===== src/dets_pkg.sv =====
// Types and constants of the dual envelope transient shaper.
`default_nettype none

package dets_pkg;

  localparam int CHANNELS = 2;
  localparam int ENV_AW   = (CHANNELS > 1) ? $clog2(CHANNELS) : 1;

  localparam int SMP_W    = 24;
  localparam int COEF_W   = 16;
  localparam int PUNCH_W  = 17;
  localparam int TRANS_W  = 17;
  localparam int ACC_W    = 43;
  localparam int CNT_W    = 5;
  localparam int CFG_AW   = 3;

  localparam int IN_DATA_W  = 48;
  localparam int OUT_DATA_W = 48;

  localparam logic [PUNCH_W-1:0] Q_ONE      = 17'd65536;
  localparam logic [PUNCH_W-1:0] PUNCH_GATE = 17'd65;
  localparam logic [ACC_W-1:0]   ROUND_HALF = 43'd32768;

  // last count value of each bit-serial phase
  localparam logic [CNT_W-1:0] ENV_LAST   = 5'd15;
  localparam logic [CNT_W-1:0] DIV_LAST   = 5'd15;
  localparam logic [CNT_W-1:0] GAIN_LAST  = 5'd16;
  localparam logic [CNT_W-1:0] SCALE_LAST = 5'd18;

  localparam logic [CFG_AW-1:0] CFG_FAST_ATTACK  = 3'd0;
  localparam logic [CFG_AW-1:0] CFG_FAST_RELEASE = 3'd1;
  localparam logic [CFG_AW-1:0] CFG_SLOW_ATTACK  = 3'd2;
  localparam logic [CFG_AW-1:0] CFG_SLOW_RELEASE = 3'd3;
  localparam logic [CFG_AW-1:0] CFG_PUNCH        = 3'd4;

  localparam logic signed [SMP_W-1:0] S24_MAX = 24'sh7FFFFF;
  localparam logic signed [SMP_W-1:0] S24_MIN = 24'sh800000;

  typedef enum logic [2:0] {
    ST_IDLE,
    ST_ENV,
    ST_ENV_DONE,
    ST_DIV,
    ST_GAIN_INIT,
    ST_GAIN,
    ST_SCALE_INIT,
    ST_SCALE
  } state_t;

endpackage

`default_nettype wire


===== src/dual_envelope_transient_shaper_unit.sv =====
// Top level of the dual envelope transient shaper.
`default_nettype none

// Stereo transient shaper: each item carries a channel, an audio sample and its
// low-band detection sample; one result item comes back per input item. Fast and
// slow one-pole followers track |band_sample|, their ratio sets a boost of up to
// 1 + punch, and the sample is scaled and saturated to 24 bits. The datapath is
// bit serial: one shift-add multiplier pair and a restoring divider take one bit
// a cycle; an active item runs through 16 follower bits, 16 quotient bits, 17
// gain bits and 18 scale bits, with ST_ENV_DONE, ST_GAIN_INIT and ST_SCALE_INIT
// between them, and skips the quotient bits when no division is needed (fast at
// or below slow, or a ratio of one or more). With punch at or below 0.001, or an
// unused channel, an item passes through unchanged. The finished result waits
// for a free output register. One item is in work at a time; the next is taken
// while the previous result still waits in the output register.
module dual_envelope_transient_shaper_unit (
  input  wire                             clk,
  input  wire                             rst_n,
  input  wire                             in_tvalid,
  output logic                            in_tready,
  // [23:0] sample_in, [47:24] band_sample
  input  wire  [dets_pkg::IN_DATA_W-1:0]  in_tdata,
  // [0] channel
  input  wire                             in_tuser,
  output logic                            out_tvalid,
  input  wire                             out_tready,
  // [23:0] sample_out, [40:24] transient_level, [47:41] zero
  output logic [dets_pkg::OUT_DATA_W-1:0] out_tdata,
  // [0] channel_out
  output logic                            out_tuser,
  input  wire                             cfg_valid,
  output logic                            cfg_ready,
  input  wire  [dets_pkg::CFG_AW-1:0]     cfg_index,
  input  wire  [dets_pkg::PUNCH_W-1:0]    cfg_data
);
  import dets_pkg::*;

  state_t state_r, state_nxt;
  logic [CNT_W-1:0] cnt_r, cnt_nxt;

  logic [COEF_W-1:0]  fast_att_r, fast_rel_r, slow_att_r, slow_rel_r;
  logic [PUNCH_W-1:0] punch_cfg_r;

  logic [SMP_W-1:0] fast_env_r [CHANNELS];
  logic [SMP_W-1:0] slow_env_r [CHANNELS];

  logic                     ch_r, ch_nxt;
  logic signed [SMP_W-1:0]  smp_r, smp_nxt;
  logic [PUNCH_W-1:0]       punch_r, punch_nxt;
  logic                     bypass_r, bypass_nxt;
  logic signed [ACC_W-1:0]  acc_a_r, acc_a_nxt, acc_b_r, acc_b_nxt;
  logic signed [ACC_W-1:0]  mc_a_r, mc_a_nxt, mc_b_r, mc_b_nxt;
  logic [17:0]              mp_a_r, mp_a_nxt;
  logic [COEF_W-1:0]        mp_b_r, mp_b_nxt;
  logic [SMP_W-1:0]         den_r, den_nxt;
  logic [SMP_W:0]           rem_r, rem_nxt;
  logic [TRANS_W-1:0]       trans_r, trans_nxt;

  logic                     out_valid_r, out_valid_nxt;
  logic                     out_ch_r;
  logic [SMP_W-1:0]         out_smp_r;
  logic [TRANS_W-1:0]       out_trans_r;

  // FSM decode
  logic in_acc, step_a, step_b, out_free, env_wr;

  // input side
  logic [SMP_W-1:0]   in_smp, in_band, level, fe, se;
  logic [COEF_W-1:0]  cf, cs;
  logic [ENV_AW-1:0]  in_idx, ch_idx;
  logic [PUNCH_W-1:0] punch_sat;
  logic               active;

  // follower results and divider
  logic [SMP_W-1:0] f_env, s_env, diff, den_c;
  logic             f_gt_s, sat_q;
  logic [SMP_W:0]   rem2;
  logic             q_bit;

  // output stage
  logic [17:0]             gain;
  logic [SMP_W-1:0]        mag;
  logic [26:0]             r_mag;
  logic signed [SMP_W-1:0] shaped;

  assign cfg_ready = 1'b1;

  assign in_smp  = in_tdata[SMP_W-1:0];
  assign in_band = in_tdata[2*SMP_W-1:SMP_W];
  assign in_idx  = ENV_AW'(in_tuser);
  assign ch_idx  = ENV_AW'(ch_r);

  assign level     = in_band[SMP_W-1] ? (~in_band + 24'd1) : in_band;
  assign fe        = fast_env_r[in_idx];
  assign se        = slow_env_r[in_idx];
  assign cf        = (level > fe) ? fast_att_r : fast_rel_r;
  assign cs        = (level > se) ? slow_att_r : slow_rel_r;
  assign punch_sat = (punch_cfg_r > Q_ONE) ? Q_ONE : punch_cfg_r;
  assign active    = (32'(in_tuser) < CHANNELS) && (punch_sat > PUNCH_GATE);

  assign f_env  = acc_a_r[39:16];
  assign s_env  = acc_b_r[39:16];
  assign f_gt_s = f_env > s_env;
  assign diff   = f_env - s_env;
  assign den_c  = (s_env == '0) ? 24'd1 : s_env;
  assign sat_q  = diff >= den_c;

  assign rem2  = {rem_r[SMP_W-1:0], 1'b0};
  assign q_bit = rem2 >= {1'b0, den_r};

  assign gain  = {1'b0, Q_ONE} + {1'b0, acc_a_r[32:16]};
  assign mag   = smp_r[SMP_W-1] ? (~smp_r + 24'd1) : smp_r;
  assign r_mag = acc_a_r[42:16];

  always_comb begin
    if (bypass_r) begin
      shaped = smp_r;
    end else if (smp_r[SMP_W-1]) begin
      shaped = (r_mag > 27'd8388608) ? S24_MIN : -$signed(r_mag[SMP_W-1:0]);
    end else begin
      shaped = (r_mag > 27'd8388607) ? S24_MAX : $signed(r_mag[SMP_W-1:0]);
    end
  end

  // next state
  always_comb begin
    state_nxt = state_r;
    case (state_r)
      ST_IDLE: begin
        if (in_tvalid) begin
          state_nxt = active ? ST_ENV : ST_SCALE;
        end
      end
      ST_ENV:        if (cnt_r == ENV_LAST) state_nxt = ST_ENV_DONE;
      ST_ENV_DONE:   state_nxt = (f_gt_s && !sat_q) ? ST_DIV : ST_GAIN_INIT;
      ST_DIV:        if (cnt_r == DIV_LAST) state_nxt = ST_GAIN_INIT;
      ST_GAIN_INIT:  state_nxt = ST_GAIN;
      ST_GAIN:       if (cnt_r == GAIN_LAST) state_nxt = ST_SCALE_INIT;
      ST_SCALE_INIT: state_nxt = ST_SCALE;
      ST_SCALE: begin
        if ((bypass_r || cnt_r == SCALE_LAST) && out_free) state_nxt = ST_IDLE;
      end
      default:       state_nxt = ST_IDLE;
    endcase
  end

  // FSM outputs
  always_comb begin
    in_tready = 1'b0;
    step_a    = 1'b0;
    step_b    = 1'b0;
    env_wr    = 1'b0;
    case (state_r)
      ST_IDLE:     in_tready = 1'b1;
      ST_ENV: begin
        step_a = 1'b1;
        step_b = 1'b1;
      end
      ST_ENV_DONE: env_wr = 1'b1;
      ST_GAIN:     step_a = 1'b1;
      ST_SCALE:    step_a = !bypass_r && (cnt_r != SCALE_LAST);
      default:     in_tready = 1'b0;
    endcase
  end

  assign in_acc   = in_tvalid && in_tready;
  assign out_free = !out_valid_r || out_tready;

  // datapath
  always_comb begin
    ch_nxt     = ch_r;
    smp_nxt    = smp_r;
    punch_nxt  = punch_r;
    bypass_nxt = bypass_r;
    acc_a_nxt  = acc_a_r;
    acc_b_nxt  = acc_b_r;
    mc_a_nxt   = mc_a_r;
    mc_b_nxt   = mc_b_r;
    mp_a_nxt   = mp_a_r;
    mp_b_nxt   = mp_b_r;
    den_nxt    = den_r;
    rem_nxt    = rem_r;
    trans_nxt  = trans_r;
    cnt_nxt    = cnt_r + 5'd1;

    if (in_acc) begin
      ch_nxt     = in_tuser;
      smp_nxt    = $signed(in_smp);
      punch_nxt  = punch_sat;
      bypass_nxt = !active;
      trans_nxt  = '0;
      cnt_nxt    = '0;
      // env' = level + c * (env - level), rounded, all in Q16
      acc_a_nxt  = $signed({3'd0, level, 16'd0}) + $signed(ROUND_HALF);
      acc_b_nxt  = $signed({3'd0, level, 16'd0}) + $signed(ROUND_HALF);
      mc_a_nxt   = $signed({19'd0, fe}) - $signed({19'd0, level});
      mc_b_nxt   = $signed({19'd0, se}) - $signed({19'd0, level});
      mp_a_nxt   = {2'd0, cf};
      mp_b_nxt   = cs;
    end

    if (step_a) begin
      if (mp_a_r[0]) acc_a_nxt = acc_a_r + mc_a_r;
      mc_a_nxt = mc_a_r <<< 1;
      mp_a_nxt = mp_a_r >> 1;
    end
    if (step_b) begin
      if (mp_b_r[0]) acc_b_nxt = acc_b_r + mc_b_r;
      mc_b_nxt = mc_b_r <<< 1;
      mp_b_nxt = mp_b_r >> 1;
    end

    case (state_r)
      ST_ENV_DONE: begin
        cnt_nxt = '0;
        den_nxt = den_c;
        rem_nxt = {1'b0, diff};
        // quotient of one or more clamps straight to full scale
        trans_nxt = (f_gt_s && sat_q) ? Q_ONE : '0;
      end
      ST_DIV: begin
        rem_nxt   = q_bit ? (rem2 - {1'b0, den_r}) : rem2;
        trans_nxt = {trans_r[TRANS_W-2:0], q_bit};
      end
      ST_GAIN_INIT: begin
        cnt_nxt   = '0;
        acc_a_nxt = $signed(ROUND_HALF);
        mc_a_nxt  = $signed({26'd0, punch_r});
        mp_a_nxt  = {1'b0, trans_r};
      end
      ST_SCALE_INIT: begin
        cnt_nxt   = '0;
        acc_a_nxt = $signed(ROUND_HALF);
        mc_a_nxt  = $signed({19'd0, mag});
        mp_a_nxt  = gain;
      end
      ST_SCALE: begin
        if (cnt_r == SCALE_LAST) cnt_nxt = cnt_r;
      end
      default: ;
    endcase
  end

  always_comb begin
    out_valid_nxt = out_valid_r;
    if (state_r == ST_SCALE && (bypass_r || cnt_r == SCALE_LAST) && out_free) begin
      out_valid_nxt = 1'b1;
    end else if (out_tready) begin
      out_valid_nxt = 1'b0;
    end
  end

  always_ff @(posedge clk) begin
    if (!rst_n) begin
      state_r     <= ST_IDLE;
      out_valid_r <= 1'b0;
      fast_att_r  <= 16'hFFFF;
      fast_rel_r  <= 16'hFFFF;
      slow_att_r  <= 16'hFFFF;
      slow_rel_r  <= 16'hFFFF;
      punch_cfg_r <= '0;
      for (int i = 0; i < CHANNELS; i++) begin
        fast_env_r[i] <= '0;
        slow_env_r[i] <= '0;
      end
    end else begin
      state_r     <= state_nxt;
      out_valid_r <= out_valid_nxt;
      if (cfg_valid && cfg_ready) begin
        case (cfg_index)
          CFG_FAST_ATTACK:  fast_att_r  <= cfg_data[COEF_W-1:0];
          CFG_FAST_RELEASE: fast_rel_r  <= cfg_data[COEF_W-1:0];
          CFG_SLOW_ATTACK:  slow_att_r  <= cfg_data[COEF_W-1:0];
          CFG_SLOW_RELEASE: slow_rel_r  <= cfg_data[COEF_W-1:0];
          CFG_PUNCH:        punch_cfg_r <= cfg_data;
          default: ;
        endcase
      end
      if (env_wr) begin
        fast_env_r[ch_idx] <= f_env;
        slow_env_r[ch_idx] <= s_env;
      end
    end
  end

  always_ff @(posedge clk) begin
    cnt_r    <= cnt_nxt;
    ch_r     <= ch_nxt;
    smp_r    <= smp_nxt;
    punch_r  <= punch_nxt;
    bypass_r <= bypass_nxt;
    acc_a_r  <= acc_a_nxt;
    acc_b_r  <= acc_b_nxt;
    mc_a_r   <= mc_a_nxt;
    mc_b_r   <= mc_b_nxt;
    mp_a_r   <= mp_a_nxt;
    mp_b_r   <= mp_b_nxt;
    den_r    <= den_nxt;
    rem_r    <= rem_nxt;
    trans_r  <= trans_nxt;
    if (state_r == ST_SCALE && (bypass_r || cnt_r == SCALE_LAST) && out_free) begin
      out_ch_r    <= ch_r;
      out_smp_r   <= shaped;
      out_trans_r <= trans_r;
    end
  end

  assign out_tvalid = out_valid_r;
  assign out_tuser  = out_ch_r;
  assign out_tdata  = {7'd0, out_trans_r, out_smp_r};

endmodule

`default_nettype wire


===== config.mk =====
export PLATFORM = sky130hd
export DESIGN_NAME = dual_envelope_transient_shaper_unit
export DESIGN_NICKNAME = d
export VERILOG_FILES = /design/src/dets_pkg.sv /design/src/dual_envelope_transient_shaper_unit.sv
export SDC_FILE = /design/constraint.sdc
export NUM_CORES = 1
export LEC_CHECK = 0
export ABC_AREA = 1
export BUFFER_PORTS_ARGS = -buffer_cell sky130_fd_sc_hd__buf_2
export CORE_MARGIN = 10
export CORE_UTILIZATION = 39
export CTS_BUF_LIST = sky130_fd_sc_hd__clkbuf_16
export CTS_CLUSTER_DIAMETER = 120
export DETAILED_ROUTE_END_ITERATION = 8
export PLACE_DENSITY = 0.61
export SYNTH_ARGS = -nofsm -noshare
export SYNTH_HDL_FRONTEND = slang
export SYNTH_SLANG_ARGS = --single-unit

===== constraint.sdc =====
create_clock -name clk -period 4.22 [get_ports clk]
set_clock_uncertainty 0.15 [all_clocks]
set_input_delay 0.422 -clock clk [delete_from_list [all_inputs] [get_ports clk]]
set_output_delay 0.422 -clock clk [all_outputs]
set_load 0.02 [all_outputs]

# Word level (Yosys, flattened, before mapping)
# Memories as Yosys holds them, arrays and structs flattened.
# Cells that the tools add are included.
# classes
muxes	58
n_eq_ne	21
n_reduce_logical	32
addsub	12
magnitude_cmp	9
bitwise_logic	2
# op_table
operator	count
$mux 43	10
$mux 24	10
$add 43x43->43	2
$pmux 43 s2	1
$gt 24x24->1	3
$mux 17	3
$sub 24x24->25	2
$add 24x1->24 const B	2
$not 24->24	2
$pmux 24 s2	1
$reduce_or 24->1	2
$sub 24x24->24	2
$add 40x16->41 const B	1
$mux 18	2
$pmux 18 s2	1
$pmux 17 s2	1
$mux 16	2
$mux 15	2
$gt 27x23->1 const B	1
$gt 27x24->1 const B	1
$ge 25x24->1	1
$ge 24x24->1	1
$logic_not 24->1	1
$neg 24->24	1
other kinds (28)	79
# word_totals
elab_cells	162
memories	2
mem_bits_rw	96
input_bits	74
reg_bits	446
out_inout_bits	52
# memory_table
memory	words	word_bits	rd	rd_clocked_by_memory_dff	write_ports	line_no	rtl
fast_env_r	2	24	1	0	2	dual_envelope_transient_shaper_unit.sv:44	logic [SMP_W-1:0] fast_env_r [CHANNELS];
slow_env_r	2	24	1	0	2	dual_envelope_transient_shaper_unit.sv:45	logic [SMP_W-1:0] slow_env_r [CHANNELS];

# Depth between registers and ports, before layout
# Gate-level depths: netlist of the first run.
# logic_depth
ltp_word	8
ltp_mapped	25
ltp_nobuf	25

# Least setup slack after synthesis of the first run
# Ideal clock, no wire load.
# synth_path
kind	reg-to-reg
start	register state_r[1]
end	memory fast_env_r[1][0] (enable)
synth_period_minus_slack_ns	4.125
required_ns	3.663
arrival_time_ns	3.568
path_stages_with_launch	9
setup_ns	0.407
setup_slack_ns	0.095
path_cell_list	dfxtp_1 > inv_1 > nor2_1 > inv_1 > nor2_1 > nand3_1 > buf_2 > buf_1 > nand2_1
# synth_lines
item	line_no	rtl
from (decl)	dual_envelope_transient_shaper_unit.sv:38	state_t state_r, state_nxt;
from (signal assigned)	dual_envelope_transient_shaper_unit.sv:267	state_r <= state_nxt;
to (decl)	dual_envelope_transient_shaper_unit.sv:44	

# Worst setup path after layout of the first run
# layout_path
start	register acc_a_r[16]
end	register state_r[2]
# layout_between
elab_chain_cells	6
word_cells_on_any_way	7
# layout_lines
item	line_no	rtl
from (decl)	dual_envelope_transient_shaper_unit.sv:51	logic signed [ACC_W-1:0] acc_a_r, acc_a_nxt, acc_b_r, acc_b_nxt;
from (signal assigned)	dual_envelope_transient_shaper_unit.sv:292	acc_a_r <= acc_a_nxt;
$sub 24x24->24	dual_envelope_transient_shaper_unit.sv:104	assign diff = f_env - s_env;
$ge 24x24->1	dual_envelope_transient_shaper_unit.sv:106	assign sat_q = diff >= den_c;
$logic_not 1->1	dual_envelope_transient_shaper_unit.sv:135	ST_ENV_DONE: state_nxt = (f_gt_s && !sat_q) ? ST_DIV : ST_GAIN_INIT;
$logic_and 1x1->1 (*)	dual_envelope_transient_shaper_unit.sv:135	
$mux 3 (*)	dual_envelope_transient_shaper_unit.sv:135	
$pmux 3 s8 (*)	dual_envelope_transient_shaper_unit.sv:128	case (state_r)
# Mark *: on every way between the ends. The rest lies on a longest branch, timed or not.
# A chain may end at the register's enable or synchronous reset.

==> results.sh, run 1 <==
export IMPL_arrival_ps=4300
export IMPL_start_util=0.395
export IMPL_synth_compound_area_frac=0.126
export IMPL_clock_path_buffers=3
export IMPL_cts_num_sinks=536
export IMPL_switching_power_w=0.0182
export IMPL_crit_path_max_fanout=3
export IMPL_dp_hpwl_microns=109000
export IMPL_path_clk_slew_ps=60
export IMPL_min_period_ps=3900
export IMPL_grt_usage=0.253
export IMPL_seq_power_share=0.253
export IMPL_p_clk_frac=0.159
export IMPL_crit_buf_inv=4
export IMPL_vias=34928
export IMPL_syn_cell_area_sq_um=36300
export IMPL_drt_total_wl_microns=140000
export IMPL_synthArstFlopShare=0
export IMPL_yosys_warnings=0
export IMPL_start_kind="flip-flop"
export IMPL_hold_viol_final=0
export IMPL_setup_tns_ps=0
export IMPL_viasPerCell=5.42
export IMPL_die_area_sq_um=106000
export IMPL_io_buffers=117
export IMPL_power_leakage_nw=19.1
export IMPL_worst_path_dominant_cell_family="simple AND/OR/NAND/NOR gates"
export IMPL_antenna_found_initial=2
export IMPL_swShare=0.502
export IMPL_p_per_area_nw_per_um2=870
export IMPL_cp_slowest_stage_delay_ps=410
export IMPL_vdd_ir_drop_max_uv=438
export IMPL_cp_common_cell="nand2_1"
export IMPL_grt_max_degree=68
export IMPL_antenna_left=0
export IMPL_core_rowCount=111
export IMPL_synth_xor_area_frac=0.0258
export IMPL_rsz0062_at_grt="false"
export IMPL_fin_nets=5443
export IMPL_clk_latency_ps=650
export IMPL_cp_end_kind="flip-flop"
export IMPL_synth_most_common_cell="nand2_1"
export IMPL_p_int_w=0.0180
export IMPL_synth_mux_area_frac=0.0148
export IMPL_synth_top_family_by_area="simple AND/OR/NAND/NOR gates"
export IMPL_ys_types=60
export IMPL_pre_cts_ws_ps=154
export IMPL_slew_headroom=0.228
export IMPL_ys_ff_latch=536
export IMPL_gp_congestion=0.983
export IMPL_cts_tree="done"
export IMPL_critPathSlowestCell="fa_1"
export IMPL_htree_num_levels=3
export IMPL_fin_area_sq_um=41700
export IMPL_worst_setup_path_type="reg -> reg"
export IMPL_synth_area_per_cell_sq_um=7.37
export IMPL_setup_viol=0
export IMPL_synth_edf_count=366
export IMPL_io_pins=126
export IMPL_die_h_microns=325
export IMPL_synth_fa_ha_area_frac=0.0753
export IMPL_drive_gt1_frac=0.0895
export IMPL_synth_area_top_cells="edfxtp_1 (30%), nand2_1 (13%), dfxtp_1 (9.4%)"
export IMPL_synth_seq_area_share=0.396
export IMPL_routedWlPerCell_microns=21.7
export IMPL_worst_slack_ps=319
export IMPL_worstPathRequired_ps=4620
export IMPL_grt_overflow_total=0
export IMPL_cts_buffers=66
export IMPL_min_path_type="in -> reg"
export IMPL_synthTopCellsByCount="nand2_1 (1239), inv_1 (621), nor2_1 (599)"
export IMPL_syn_inst=4932
export IMPL_cts_root_buf="clkbuf_16"
export IMPL_cap_violations=0
export IMPL_synth_top_flop_cell="edfxtp_1"
export IMPL_die_x_microns=325
export IMPL_placed_cell_area_sq_um=39100
export IMPL_drt_first_pass_iters=6
export IMPL_netlist_area_leader_share=0.303
export IMPL_total_power_w=0.0362
export IMPL_synth_largest_area_cell="edfxtp_1"
export IMPL_combPwrFrac=0.588
export IMPL_grt_pass1_vias=32811
export IMPL_drc=0
export IMPL_area_growth_pct=14.7
export IMPL_grt_pass1_wl_microns=206000
export IMPL_period_share=0.924
export IMPL_drtIter0Drc=3652
export IMPL_synth_simple_area_share=0.276
export IMPL_tightestPinTransition_ps=1150
export IMPL_core_area_sq_um=92100
export IMPL_status="finished clean"
export IMPL_fmax_mhz=256
export IMPL_slew_viol_final=0
sequential cells by signal, summed over array words and instances, names as in the netlist, 17 cells and up:
register     count
mp_a_r          18
fast_env_r      48
out_smp_r       24
out_trans_r     17
smp_r           24
mc_b_r          40
rem_r           24
mc_a_r          43
acc_b_r         40
acc_a_r         43
den_r           24
trans_r         17
punch_r         17
slow_env_r      48
punch_cfg_r     17
worst paths after layout:
check / from / to / slack (ps) / cells after the start
setup / recovery: acc_a_r[16] / state_r[2] / 320 / 26
setup reg to reg: acc_a_r[16] / state_r[2] / 320 / 26
hold reg to reg: slow_att_r[15] / slow_att_r[15] / 300 / 2
hold / removal: out_tready / out_tvalid / 30 / 4
routing by layer:
layer	wire (microns)	share of wire	track usage
met1	62600	0.45	0.352
met2	60400	0.43	0.386
met3	10700	0.076	0.0411
met4	6010	0.043	0.103
met5	16	0.00011	0
power by group through the flow:
| stage | clock network, W | logic [W] | registers [W] |
|---|---|---|---|
| floorplan | 0 | 0.0137 | 0.00871 |
| global placement | 0 | 0.0207 | 0.00920 |
| detailed placement | 0 | 0.0208 | 0.00921 |
| CTS | 0.00583 | 0.0209 | 0.00914 |
| global route | 0.00604 | 0.0236 | 0.00927 |
| finish | 0.00575 | 0.0213 | 0.00917 |
cell type report:
cell class                      instances  area [sq um]
Fill cell                            9471         50400
Timing Repair Buffer                  314          2250
Antenna cell                            1          2.50
Inverter                              630          2370
Tap cell                             1243          1560
Clock inverter                         52           488
Multi-Input combinational cell       3606         18900
Sequential cell                       536         14400
Clock buffer                           67          1680
layout by cell type (no fill, tap or decap), drive strengths merged, types with 29 or more instances in the layout:
master / count
nor2: 604
ha: 209
dfxtp: 170
buf: 273
inv: 642
o21bai: 29
clkinv: 30
xnor2: 34
nand2: 1243
nand3b: 36
edfxtp: 366
clkbuf: 67
dlygate4sd3: 41
xor2: 73
nand3: 331
a21oi: 339
nor3: 51
o21ai: 303
o211ai: 50
nand4: 91
mux2: 46
worst reg2reg max path, cell delays in order (launching register included):
cell      delay [ps]
dfxtp_1          330
clkinv_1          90
ha_1             230
fa_1             410
o21ai_1          170
and2_1           180
a21oi_1           70
buf_4            150
o21bai_2         160
nand2_1          100
nand2_1           70
nand2_1           60
and2_1           140
ha_1             270
nand2_1           60
inv_1             50
nand2_1           60
nand2_1           40
nand2_1           60
nand2_1           80
a21oi_1          150
nand2_2          160
buf_4            180
o21ai_0          160
nand3_1           90
nor2_1           100
nor2_1            40
through the flow:
stage                     utilization  std cells  hold slack (ps)
after floorplan                     -       4938              270
after global placement          0.424       6288              282
after detailed placement        0.424       6288              288
after CTS                       0.452       6448             24.9
after global routing            0.452       6448             29.6
final                           0.453       6449             32.6
kinds of logic after synthesis:
| group | Yosys count |
|---|---|
| adder cells (fa/ha/maj) | 215 |
| AO/OA/AOI/OAI | 826 |
| flip-flops | 536 |
| multiplexers | 48 |
| XOR/XNOR | 107 |
| buffers and inverters | 796 |
| AND/OR/NAND/NOR | 2402 |
| other | 2 |
repair_timing:
action	in CTS	in global routing
gates resized for setup	0	4
hold endpoints to repair	80	0
hold buffers	41	0
setup endpoints to repair	0	3
buffers inserted	0	0
Note: power is estimated with default switching activity, not from simulation.
==> run 2: changes to the inputs <==
RECOVER_POWER = 25   (was not set)
==> results.sh, run 2 (synthesis results as in run 1) <==
export IMPL_die_h_microns=325
export IMPL_layout_commonest_cell="nand2_1"
export IMPL_utilization=0.451
export IMPL_rsz0062_at_grt="false"
export IMPL_path_clk_slew_ps=60
export IMPL_core_rowCount=111
export IMPL_clk_latency_ps=650
export IMPL_drt_total_wl_microns=139000
export IMPL_vdd_ir_drop_max_uv=439
export IMPL_slew_viol_final=103
export IMPL_viasPerCell=5.41
export IMPL_antenna_left=0
export IMPL_cp_end_kind="flip-flop"
export IMPL_core_area_sq_um=92100
export IMPL_p_per_area_nw_per_um2=871
export IMPL_start_util=0.395
export IMPL_area_growth_pct=14.2
export IMPL_cts_tree="done"
export IMPL_power_leakage_nw=18.8
export IMPL_cts_root_buf="clkbuf_16"
export IMPL_gp_congestion=0.983
export IMPL_vias=34926
export IMPL_final_cell_mix="nand2_1 (1233), inv_1 (634), nor2_1 (597)"
export IMPL_violations="capacitance limit, slew limit"
export IMPL_min_path_type="in -> reg"
export IMPL_fmax_mhz=255
export IMPL_die_x_microns=325
export IMPL_grt_pass1_vias=32811
export IMPL_io_buffers=117
export IMPL_hold_viol_final=0
export IMPL_crit_path_max_fanout=36
export IMPL_grt_pass1_wl_microns=206000
export IMPL_dp_cells=6288
export IMPL_drtIter0Drc=3519
export IMPL_period_share=0.929
export IMPL_htree_num_levels=3
export IMPL_drc=0
export IMPL_cts_num_sinks=536
export IMPL_clock_path_buffers=3
export IMPL_die_area_sq_um=106000
export IMPL_tightestPinTransition_ps=2160
export IMPL_min_period_ps=3920
export IMPL_grt_usage=0.253
export IMPL_worstPathRequired_ps=4310
export IMPL_routedWlPerCell_microns=21.6
export IMPL_grt_max_degree=68
export IMPL_setup_viol=0
export IMPL_cap_violations=3
export IMPL_slew_headroom=-0.443
export IMPL_status="finished, violations left"
export IMPL_arrival_ps=4010
export IMPL_fin_cells=6450
export IMPL_reg_largest_list="fast_env_r x48, slow_env_r x48"
export IMPL_dp_hpwl_microns=109000
export IMPL_cts_buffers=66
export IMPL_drt_first_pass_iters=6
export IMPL_fin_nets=5443
export IMPL_drive_gt1_frac=0.0744
export IMPL_worst_setup_path_type="reg -> reg"
export IMPL_start_kind="flip-flop"
export IMPL_grt_overflow_total=0
export IMPL_setup_tns_ps=0
export IMPL_io_pins=126
export IMPL_antenna_found_initial=2
## run 2: power breakdown
group          leakage (nW)  internal, W  switching, W
combinational          12.8      0.00675        0.0145
sequential             4.96      0.00791       0.00126
clock                  1.08      0.00329       0.00246
## run 2: layout make-up
cell class | count | area, sq um
Multi-Input combinational cell | 3606 | 18900
Fill cell | 9516 | 50600
Timing Repair Buffer | 314 | 2100
Sequential cell | 536 | 14400
Tap cell | 1243 | 1560
Inverter | 630 | 2370
Antenna cell | 2 | 5.00
Clock inverter | 52 | 488
Clock buffer | 67 | 1680
## run 2: metal layers
layer  global-route usage  vias to the layer above  routed length [microns]
met3               0.0411                      231                    11200
met2                0.386                     1470                    60100
met5                    0                        -                       16
li1                     -                    16834                        -
met1                0.352                    16387                    61900
met4                0.103                        4                     6260
## run 2: through the flow
stage | hold slack, ps | setup slack (ps) | power, W | cell area, sq um
global route | 29.6 | 5.17 | 0.0388 | 41500
finish | 40.5 | 302 | 0.0361 | 41500
detailed placement | 288 | 154 | 0.0300 | 39100
CTS | 24.9 | 141 | 0.0359 | 41700
global placement | 282 | 135 | 0.0299 | 39100
floorplan | 270 | 95.2 | 0.0224 | 36300
## run 2: final timing paths
| check | from | end | slack [ps] | depth (start not counted) |
|---|---|---|---|---|
| max | state_r[2] | mc_a_r[35] | 300 | 8 |
| min | out_tready | out_tvalid | 40 | 4 |
| max reg2reg | state_r[2] | mc_a_r[35] | 300 | 8 |
| min reg2reg | slow_att_r[5] | slow_att_r[5] | 300 | 2 |
## run 2: timing repair
action / CTS / global route
hold buffers: 41 / 0
buffers inserted: 0 / 0
setup endpoints to repair: 0 / 3
gates resized for setup: 0 / 4
endpoints found under the hold margin: 80 / 0
## run 2: critical path: stages (launching register included)
cell and delay (ps):
dfxtp_1 470, inv_1 150, nor2_1 250, nand3_1 140, nand2_2 80, clkbuf_1 1430, nor2_1 180, nand2_2 140
buf_4 460
